===== src/hw/rtl/assert_macros.svh =====
// assertion helpers, all sampled on clk and off while rst is high
`ifndef ASSERT_MACROS_SVH
`define ASSERT_MACROS_SVH

`ifndef SYNTHESIS

`define ASSERT_CLK(label, prop) \
  label: assert property (@(posedge clk) disable iff (rst) prop) \
    else $error("assertion failed");

`define ASSERT_IMPLY(label, ante, cons) \
  label: assert property (@(posedge clk) disable iff (rst) (ante) |-> (cons)) \
    else $error("assertion failed");

`else

`define ASSERT_CLK(label, prop)
`define ASSERT_IMPLY(label, ante, cons)

`endif

`endif


===== src/hw/rtl/gea_pkg.sv =====
`default_nettype none

package gea_pkg;

  localparam int unsigned NODE_FIELD_W   = 6;
  localparam int unsigned NODE_FIELD_SPAN = 64;
  localparam int unsigned COST_W         = 16;
  localparam int unsigned TIME_W         = 32;
  localparam int unsigned ROBOT_FIELD_W  = 4;
  localparam int unsigned COUNT_W        = 5;

  localparam logic [TIME_W-1:0] TIME_MAX = '1;

  typedef enum logic [1:0] {
    FUNC_WRITE_COST = 2'd0,
    FUNC_SET_START  = 2'd1,
    FUNC_ASSIGN     = 2'd2,
    FUNC_NEW_BATCH  = 2'd3
  } func_t;

  typedef struct packed {
    func_t                     func;
    logic [NODE_FIELD_W-1:0]   source_node;
    logic [NODE_FIELD_W-1:0]   dest_node;
    logic [COST_W-1:0]         cost_value;
    logic [ROBOT_FIELD_W-1:0]  robot_index;
  } in_item_t;

  typedef struct packed {
    logic [ROBOT_FIELD_W-1:0]  chosen_robot;
    logic [TIME_W-1:0]         finish_time;
    logic [TIME_W-1:0]         makespan;
    logic                      saturated;
  } out_item_t;

  typedef struct packed {
    logic wr_state;
    logic wr_start;
    logic clear_batch;
  } robot_ctl_t;

endpackage

`default_nettype wire


===== src/hw/rtl/gea_robot_state.sv =====
`default_nettype none

module gea_robot_state #(
  parameter int unsigned ROBOT_MAX = 16,
  parameter int unsigned NODE_W    = 6,
  parameter int unsigned IDX_W     = 4
) (
  input  logic                       clk,
  input  logic                       rst,
  input  gea_pkg::robot_ctl_t        ctl,
  input  logic [IDX_W-1:0]           wr_idx,
  input  logic [NODE_W-1:0]          wr_end,
  input  logic [gea_pkg::TIME_W-1:0] wr_busy,
  input  logic [NODE_W-1:0]          start_node,
  input  logic [IDX_W-1:0]           rd_idx,
  output logic [NODE_W-1:0]          rd_end,
  output logic [gea_pkg::TIME_W-1:0] rd_busy
);

  typedef struct packed {
    logic [NODE_W-1:0]          end_node;
    logic [gea_pkg::TIME_W-1:0] busy;
  } entry_t;

  entry_t             mem [ROBOT_MAX];
  logic [ROBOT_MAX-1:0] live;
  logic [NODE_W-1:0]  start [ROBOT_MAX];

  entry_t            mem_wdata;
  logic              mem_we;
  entry_t            rd_q;
  logic              live_q;
  logic [NODE_W-1:0] start_q;

  // an idle robot's entry is materialized before its start node changes
  assign mem_we = ctl.wr_state || (ctl.wr_start && !live[wr_idx]);

  always_comb begin
    if (ctl.wr_state) begin
      mem_wdata = {wr_end, wr_busy};
    end else begin
      mem_wdata = {start[wr_idx], {gea_pkg::TIME_W{1'b0}}};
    end
  end

  always_ff @(posedge clk) begin
    if (mem_we) begin
      mem[wr_idx] <= mem_wdata;
    end
    rd_q    <= mem[rd_idx];
    live_q  <= live[rd_idx];
    start_q <= start[rd_idx];
  end

  always_ff @(posedge clk) begin
    if (rst) begin
      live  <= '0;
      start <= '{default: '0};
    end else begin
      if (ctl.clear_batch) begin
        live <= '0;
      end else if (mem_we) begin
        live[wr_idx] <= 1'b1;
      end
      if (ctl.wr_start) begin
        start[wr_idx] <= start_node;
      end
    end
  end

  assign rd_end  = live_q ? rd_q.end_node : start_q;
  assign rd_busy = live_q ? rd_q.busy : '0;

endmodule

`default_nettype wire


===== config.mk =====
export PLATFORM = sky130hd
export DESIGN_NAME = gea_robot_state
export DESIGN_NICKNAME = d
export VERILOG_FILES = /design/src/hw/rtl/assert_macros.svh /design/src/hw/rtl/gea_pkg.sv /design/src/hw/rtl/gea_robot_state.sv
export SDC_FILE = /design/constraint.sdc
export NUM_CORES = 1
export LEC_CHECK = 0
export ABC_AREA = 1
export CORE_AREA = 4 4 270 246
export CTS_CLUSTER_DIAMETER = 120
export DETAILED_ROUTE_END_ITERATION = 8
export DIE_AREA = 0 0 274 250
export DONT_BUFFER_PORTS = 1
export HOLD_SLACK_MARGIN = 0.08
export PLACE_DENSITY_LB_ADDON = 0.12
export SKIP_LAST_GASP = 1
export SLEW_MARGIN = 5
export SYNTH_ARGS = -nofsm -noshare
export SYNTH_HDL_FRONTEND = slang
export SYNTH_SLANG_ARGS = --single-unit

===== constraint.sdc =====
create_clock -name clk -period 2.3 [get_ports clk]
set_input_delay 0.115 -clock clk [delete_from_list [all_inputs] [get_ports clk]]
set_output_delay 0.115 -clock clk [all_outputs]
set_load 0.02 [all_outputs]

Word level (Yosys, flattened, before mapping) --
Memories as Yosys holds them, arrays and structs flattened. A register that Yosys moved wholly into a read port is not among the register bits. Cells that the tools add are included.
Storage, ports and cells: register bits 119, memory bits (writable) 608, input port bits 57, output and inout port bits 38, memories kept 1
Memory list:
- mem | words 16, width 38, read ports 1, clocked after Yosys merged registers in 1, wr ports 1, RTL line gea_robot_state.sv:25 | entry_t mem [ROBOT_MAX];
Operators by class: magnitude comparators 6, multiplexer cells 20, bitwise logic cells 3, reduce and logical (&&, ||, !) cells 6
Operator list (count):
- bitwise mux 96 bit | 1
- binary-select mux 6 bit (select 4 bit) | 2
- 2-to-1 mux 38 bit | 1
- 2-to-1 mux 6 bit | 6
- 2-to-1 mux 32 bit | 1
- demux 6 bit (select 4 bit) | 1
- bitwise OR 16 bit | 1
- >= comparator 5 bit (second input constant) | 2
- < comparator 4 x 5 -> 1 bit (second input constant) | 2
- NOT 4 -> 5 bit | 2
- binary-select mux 1 bit (select 4 bit) | 2
- < comparator 5 x 1 -> 1 bit (second input constant) | 1
- 2-to-1 mux 1 bit | 5
- demux 1 bit (select 4 bit) | 1
- >= comparator 4 x 1 -> 1 bit (second input constant) | 1
- logical AND 1 bit | 3
- OR reduction 2 bit | 1
- zero test 1 bit | 1
- logical OR 1 bit | 1

Longest topological paths before layout --
Gate-level depths: netlist (run 1).
word-level depth 7, mapped depth 14

Worst setup path before layout (run 1) --
Ideal clock, no wire load.
kind input to register, from in wr_idx[0], to mem mem[15][0] (netlist name), enable pin, data arrival time 1826 ps, required time 1907 ps, setup slack 81 ps, stages on the path 14, buffers on the path 3, path through buf_6 > buf_6 > nand2_1 > nand2_1 > nand2_1 > nand2_1 > nand2_1 > nand2_1 > nor2_1 > nand2_1 > nand2_4 > buf_12 > nand2_2 > inv_1
Between the ends: cells in the longest elaborated chain, start to end 7
Ends and longest elaborated chain:
- start: declaration | RTL line gea_robot_state.sv:11 | input logic [IDX_W-1:0] wr_idx,
- binary-select mux 1 bit (select 4 bit) | RTL line gea_robot_state.sv:36 | assign mem_we = ctl.wr_state || (ctl.wr_start && !live[wr_idx]);
- 2-to-1 mux 1 bit (implied by the code) | RTL line gea_robot_state.sv:36
- zero test 1 bit | RTL line gea_robot_state.sv:36
- logical AND 1 bit | RTL line gea_robot_state.sv:36
- logical OR 1 bit | RTL line gea_robot_state.sv:36
- 2-to-1 mux 1 bit | RTL line gea_robot_state.sv:47 | if (mem_we) begin
- 2-to-1 mux 1 bit (implied by the code) | RTL line gea_robot_state.sv:48 | mem[wr_idx] <= mem_wdata;
- end: declaration | RTL line gea_robot_state.sv:25
Several ways; a longest one is shown, not always the timed one. The select of a mux whose other input is x is not followed.

Worst setup path in the final report (run 1) --
from reg start[11] (netlist name), to reg start_q[5]
Between the ends: cells in the longest elaborated chain, start to end 3
Ends and longest elaborated chain:
- start: declaration | RTL line gea_robot_state.sv:27 | logic [NODE_W-1:0] start [ROBOT_MAX];
- start signal: indexed assignment | RTL line gea_robot_state.sv:66 | start[wr_idx] <= start_node;
- binary-select mux 6 bit (select 4 bit) | RTL line gea_robot_state.sv:52 | start_q <= start[rd_idx];
- 2-to-1 mux 6 bit (implied by the code) (2 in series) | RTL line gea_robot_state.sv:52
- end signal: assignment | RTL line gea_robot_state.sv:52
- end: declaration | RTL line gea_robot_state.sv:33 | logic [NODE_W-1:0] start_q;
No other way between the ends. The select of a mux whose other input is x is not followed. A chain may end at the register's enable or synchronous reset.

==> flow_metrics.env, run 1 <==
export IMPL_synth_xor_area_frac=0
export IMPL_cts_sinks=765
export IMPL_diodes=0
export IMPL_num_rows=88
export IMPL_area_delta_synth_final_pct=19.1
export IMPL_slew_viol_final=0
export IMPL_synth_distinct_cells=28
export IMPL_place_inst=3396
export IMPL_cp_max_fo=3
export IMPL_core_area_sq_um=63500
export IMPL_port_buffers=0
export IMPL_synth_adder_area_share=0
export IMPL_synthTopCellsByCount="608 x edfxtp_1, 355 x o21ai_0, 352 x inv_1"
export IMPL_ys_flop_type="edfxtp_1"
export IMPL_hold_path_class="in2reg"
export IMPL_powerDensity_nw_per_um2=803
export IMPL_synth_yosys_seq_area_share=0.679
export IMPL_syn_nets=2724
export IMPL_synth_edf_count=608
export IMPL_synth_simple_area_share=0.0404
export IMPL_fin_crit_ns=2.22
export IMPL_multi_input_area_sq_um=7860
export IMPL_via_count=21400
export IMPL_synth_area_leader_cell="edfxtp_1"
export IMPL_grt_pass1_vias=21400
export IMPL_first_pass_iters=6
export IMPL_peakVddDrop_v=0.000718
export IMPL_ant_nets=0
export IMPL_finalHoldViolations=0
export IMPL_drt_wl_total_um=85700
export IMPL_die_y_um=250
export IMPL_nets=2919
export IMPL_htree_levels=3
export IMPL_ys_seq_elements=765
export IMPL_leakage_nw=13.8
export IMPL_period_share=0.967
export IMPL_synthTopCellsByArea="edfxtp_1 58%, dfxtp_1 10%, o21ai_0 5.6%"
export IMPL_dp_hpwl_um=43700
export IMPL_drv_cap=0
export IMPL_ys_warn_count=0
export IMPL_path_delay_family="buffers and inverters"
export IMPL_root_buffer="clkbuf_16"
export IMPL_finalNonFillerCells=3782
export IMPL_fin_tns_setup_ns=0
export IMPL_grt_setup_unrepaired="false"
export IMPL_grt_pass1_wl_um=130000
export IMPL_grt_ovfl_total=0
export IMPL_cts_reportedPaths_clkPinSlew_ns=0.06
export IMPL_crit_chain="inv_1 -> nor2_1 -> a21oi_1 -> o21ai_0 -> o221ai_1 -> dlygate4sd3_1 -> nand2_1 -> dlygate4sd3_1"
export IMPL_postCtsSetupBuffers=0
export IMPL_synth_compound_area_share=0.159
export IMPL_drive_above_1_share=0.0823
export IMPL_synth_top_area_frac=0.580
export IMPL_start_kind="flip-flop"
export IMPL_cpMaxStageDelayCell="dlygate4sd3_1"
export IMPL_netlist_area_sq_um=31500
export IMPL_post_drt_wl_per_cell_um=22.7
export IMPL_relSlewSlack=0.320
export IMPL_drt_iter0_markers=2070
export IMPL_synth_avg_cell_area_sq_um=11.8
export IMPL_clock_path_buffers=3
export IMPL_seqCellArea_sq_um=21400
export IMPL_slowest_delay_ns=0.57
export IMPL_outcome="finished clean"
export IMPL_finClkSkew_ns=0.0164
export IMPL_synth_top_family_by_area="compound AO/OA/AOI/OAI gates"
export IMPL_worst_pin_slew_ns=1.02
export IMPL_grt_max_degree=461
export IMPL_chipWidth_um=274
export IMPL_die_area_sq_um=68500
export IMPL_synthMuxAreaShare=0.0505
export IMPL_worst_path_most_repeated_cell="dlygate4sd3_1"
export IMPL_finalSetupViolCount=0
export IMPL_drc=0
export IMPL_worstPathRequired_ns=2.80
export IMPL_worst_path_buf_inv=3
export IMPL_path_class="reg2reg"
export IMPL_clock_latency_ns=0.62
export IMPL_fillers=5110
export IMPL_postSynthCellCount=2667
export IMPL_via_per_inst=5.66
export IMPL_gp_congestion=0.846
export IMPL_async_flop_share=0
export IMPL_fmaxAchievable_mhz=449
export IMPL_antenna_found_initial=2
export IMPL_synth_most_common_cell="edfxtp_1"
export IMPL_cts_buffers=79
export IMPL_start_util=0.496
export IMPL_pin_count=95
export IMPL_cts_tree="built"
export IMPL_arrival_ns=2.73
export IMPL_worst_setup_path_end_kind="flip-flop"
export IMPL_grt_total_usage=0.249
-- cell type report --
type | count | share of cell area
repair buffers | 300 | 0.0863
multi-input cells | 1357 | 0.210
clock buffers | 114 | 0.0606
clock inverters | 32 | 0.00821
inverters | 359 | 0.0361
flip-flops and latches | 765 | 0.571
well taps | 855 | 0.0285
-- per-stage QoR --
step	util	setup slack, ns	total power, W	hold WS [ns]	cell area, sq um
3_3_place_gp	0.510	0.370	0.0171	0.188	32400
2_1_floorplan	-	0.0814	0.0169	0.184	31500
4_1_cts	0.591	0.0388	0.0303	0.0823	37600
5_1_grt	0.590	0.00248	0.0312	0.107	37500
3_5_place_dp	0.510	0.261	0.0172	0.187	32400
6_report	0.590	0.0753	0.0301	0.0763	37500
-- where the power goes --
group / switching, W / internal, W
sequential: 0.0000803 / 0.0152
combinational: 0.00135 / 0.000799
clock: 0.00523 / 0.00744
-- kinds of logic (layout without fill, tap and decap cells) --
| kind of cell | Yosys count | in the layout |
|---|---|---|
| AO/OA/AOI/OAI | 893 | 893 |
| multiplexers | 158 | 158 |
| flip-flops | 765 | 765 |
| buffers and inverters | 545 | 805 |
| AND/OR/NAND/NOR | 306 | 306 |
-- path summary, 6_finish.rpt --
check | from | endpoint | slack, ns | cells after the start
worst min-delay path | wr_busy[0] | mem[9][0] | 0.08 | 2
worst max register to register | start[11] | start_q[5] | 0.08 | 8
worst max-delay path | start[11] | start_q[5] | 0.08 | 8
worst min register to register | start[21] | start[21] | 0.47 | 2
-- state kept, by name, summed over array words and instances (netlist names) --
signal   cells
rd_q        38
start       96
mem        608
live        16
live_q       1
start_q      6
-- worst register-to-register path, delay by kind of cell (launching register included) --
| kind | cells | cell delay [ns] |
|---|---|---|
| compound gates | 3 | 0.51 |
| buf+inv | 3 | 1.22 |
| flops | 1 | 0.30 |
| simple gates | 2 | 0.09 |
-- cells in the final DEF, fill, tap and decap left out, drive strengths merged --
| cell type | count |
|---|---|
| buf | 66 |
| mux2i | 152 |
| dfxtp | 157 |
| a21oi | 320 |
| clkbuf | 115 |
| dlymetal6s4s | 1 |
| nand2 | 208 |
| bufinv | 5 |
| o211ai | 152 |
| mux2 | 6 |
| nand3 | 56 |
| o22ai | 48 |
| nor2 | 37 |
| edfxtp | 608 |
| nand4 | 4 |
| clkinv | 22 |
| clkinvlp | 3 |
| or2 | 1 |
| inv | 361 |
| o221ai | 13 |
| o21ai | 360 |
| dlygate4sd3 | 232 |
-- timing repair --
item,4_1_cts,5_1_grt
endpoints found under the hold margin,660,0
setup endpoints to repair,0,12
hold buffers,248,0
resized for setup,0,6
-- layer usage --
metal | vias up | wire, um | track usage
li1 | 9928 | - | -
met1 | 10500 | 37200 | 0.351
met2 | 805 | 40300 | 0.395
met3 | 152 | 5750 | 0.0440
met4 | 0 | 2550 | 0.0787
met5 | - | 0 | 0
Power figures use the tool's default switching activity.
==> inputs of run 2 (changes only) <==
- clock period: 2.3 -> 2.18 ns (I/O delays scaled with it)
==> run 2 against run 1 <==
Effect of this change:
- global-route usage increased by 0.85 points
- largest power group unchanged
- critical path depth unchanged
- largest cell class unchanged
- worst hold slack got worse by 0.0012 ns
- die area unchanged
==> flow_metrics.env, run 2 (synthesis gave the netlist of run 1 again) <==
export IMPL_outcome="finished clean"
export IMPL_drc=0
export IMPL_worst_setup_path_end_kind="flip-flop"
export IMPL_p_int_w=0.0242
export IMPL_via_per_inst=5.77
export IMPL_startpoint="mem[9][0]"
export IMPL_start_kind="flip-flop"
export IMPL_cts_tree="built"
export IMPL_worst_pin_slew_ns=1.16
export IMPL_power_frac_comb=0.072
export IMPL_nets=2863
export IMPL_crit_path_end="rd_q[0]"
export IMPL_ant_nets=0
export IMPL_period_share=0.993
export IMPL_first_pass_iters=6
export IMPL_powerDensity_nw_per_um2=848
export IMPL_mostFrequentLayoutCell="edfxtp_1"
export IMPL_slew_viol_final=0
export IMPL_num_rows=88
export IMPL_drt_iter0_markers=2104
export IMPL_grt_total_usage=0.257
export IMPL_die_y_um=250
export IMPL_pin_count=95
export IMPL_multi_input_area_sq_um=7870
export IMPL_dp_hpwl_um=46200
export IMPL_reg_top3="mem x608, start x96, rd_q x38"
export IMPL_seqPwrFrac=0.516
export IMPL_post_drt_wl_per_cell_um=23.7
export IMPL_finalNonFillerCells=3728
export IMPL_r2r_cells=8
export IMPL_regMostFlops="mem"
export IMPL_grt_ovfl_total=0
export IMPL_drive_above_1_share=0.0884
export IMPL_drt_wl_total_um=88400
export IMPL_reg2reg_setup_slack_ns=0.02
export IMPL_chipWidth_um=274
export IMPL_clock_latency_ns=0.62
export IMPL_gp_congestion=0.846
export IMPL_clockPowerShare=0.412
export IMPL_cp_max_fo=1
export IMPL_start_util=0.496
export IMPL_fin_crit_ns=2.16
export IMPL_whs_ns=0.0750
export IMPL_fmaxAchievable_mhz=462
export IMPL_core_area_sq_um=63500
export IMPL_path_class="reg2reg"
export IMPL_finalSetupViolCount=0
export IMPL_root_buffer="clkbuf_16"
export IMPL_largest_reg_flops=608
export IMPL_leakage_nw=13.5
export IMPL_swShare=0.226
export IMPL_cts_reportedPaths_clkPinSlew_ns=0.06
export IMPL_grt_max_degree=459
export IMPL_cts_sinks=765
export IMPL_worstPathRequired_ns=2.63
export IMPL_htree_levels=3
export IMPL_relSlewSlack=0.227
export IMPL_die_area_sq_um=68500
export IMPL_port_buffers=0
export IMPL_drv_cap=0
export IMPL_grt_pass1_wl_um=133000
export IMPL_p_total_w=0.0313
export IMPL_antenna_found_initial=3
export IMPL_cts_buffers=79
export IMPL_grt_pass1_vias=21300
export IMPL_arrival_ns=2.62
export IMPL_grt_setup_unrepaired="true"
export IMPL_seqCellArea_sq_um=21400
export IMPL_peakVddDrop_v=0.000664
export IMPL_worstReg2RegStart="mem[9][0]"
export IMPL_area_delta_synth_final_pct=16.9
export IMPL_via_count=21500
export IMPL_place_inst=3407
export IMPL_r2r_end="rd_q[0]"
export IMPL_fillers=5216
export IMPL_finClkSkew_ns=0.0221
export IMPL_power_switching_w=0.00707
export IMPL_layout_common_cells="608 x edfxtp_1, 350 x o21ai_0, 334 x inv_1"
export IMPL_clock_path_buffers=3
export IMPL_finalHoldViolations=0
export IMPL_hold_path_class="in2reg"
## run 2: changes by cell type in the layout (fill, tap and decap cells not counted), sizes merged
cell / before / now
clkinv: 22 / 28
buf: 66 / 81
inv: 361 / 349
clkinvlp: 3 / 12
clkbuf: 115 / 116
diode: 0 / 1
bufinv: 5 / 1
dlygate4sd3: 232 / 163
dlymetal6s4s: 1 / 0
## run 2: worst max-delay path: stages (launching register included)
cell           delay, ns
edfxtp_1            0.36
inv_1               0.06
a21oi_1             0.05
o21ai_0             0.10
dlygate4sd3_1       0.58
o211ai_1            0.08
nand3_1             0.08
dlygate4sd3_1       0.54
nand2_1             0.15
## run 2: worst min-delay path by stage
stage / startpoint / to / slack [ns] / cells after the start
detailed placement: rst / start[5] / 0.18 / 1
CTS: rd_idx[0] / rd_q[8] / 0.08 / 5
global route: rd_idx[0] / rd_q[15] / -0.02 / 4
global placement: rst / start[5] / 0.18 / 1
floorplan: rst / start[5] / 0.18 / 1
finish: ctl[2] / mem[9][25] / 0.08 / 2
## run 2: layout make-up
type,instances,share of cell area
flip-flops and latches,765,0.581
well taps,855,0.0290
clock inverters,31,0.00527
clock buffers,116,0.0616
inverters,359,0.0377
diodes,1,0.0000679
repair buffers,244,0.0716
multi-input cells,1357,0.214
## run 2: power groups by stage
stage               Sequential (W)  Combinational, W  Clock, W
floorplan                   0.0164           0.00139         0
global placement            0.0164           0.00172         0
detailed placement          0.0164           0.00174         0
CTS                         0.0161           0.00230    0.0131
global route                0.0161           0.00244    0.0137
finish                      0.0161           0.00226    0.0129
## run 2: per-stage QoR
step | setup TNS (ns) | worst slack [ns] | instance area (sq um) | utilization
floorplan | 0 | 0.0889 | 31500 | -
global placement | 0 | 0.159 | 32500 | 0.512
detailed placement | 0 | 0.0705 | 32500 | 0.512
CTS | 0 | 0.0204 | 37200 | 0.585
global route | -0.0273 | -0.0273 | 36800 | 0.580
finish | 0 | 0.0155 | 36800 | 0.580
## run 2: routing by layer
metal | GRT usage | part of all wire | vias to the layer above
met3 | 0.0560 | 0.079 | 190
met4 | 0.0909 | 0.036 | 2
li1 | - | - | 9817
met1 | 0.357 | 0.43 | 10700
met5 | 0 | 0.00015 | -
met2 | 0.403 | 0.46 | 844
## run 2: timing repair
action,in CTS,in global routing
gates resized for setup,0,8
hold endpoints to repair,631,4
setup buffers,0,3
setup endpoints to repair,0,74
hold buffers,206,3
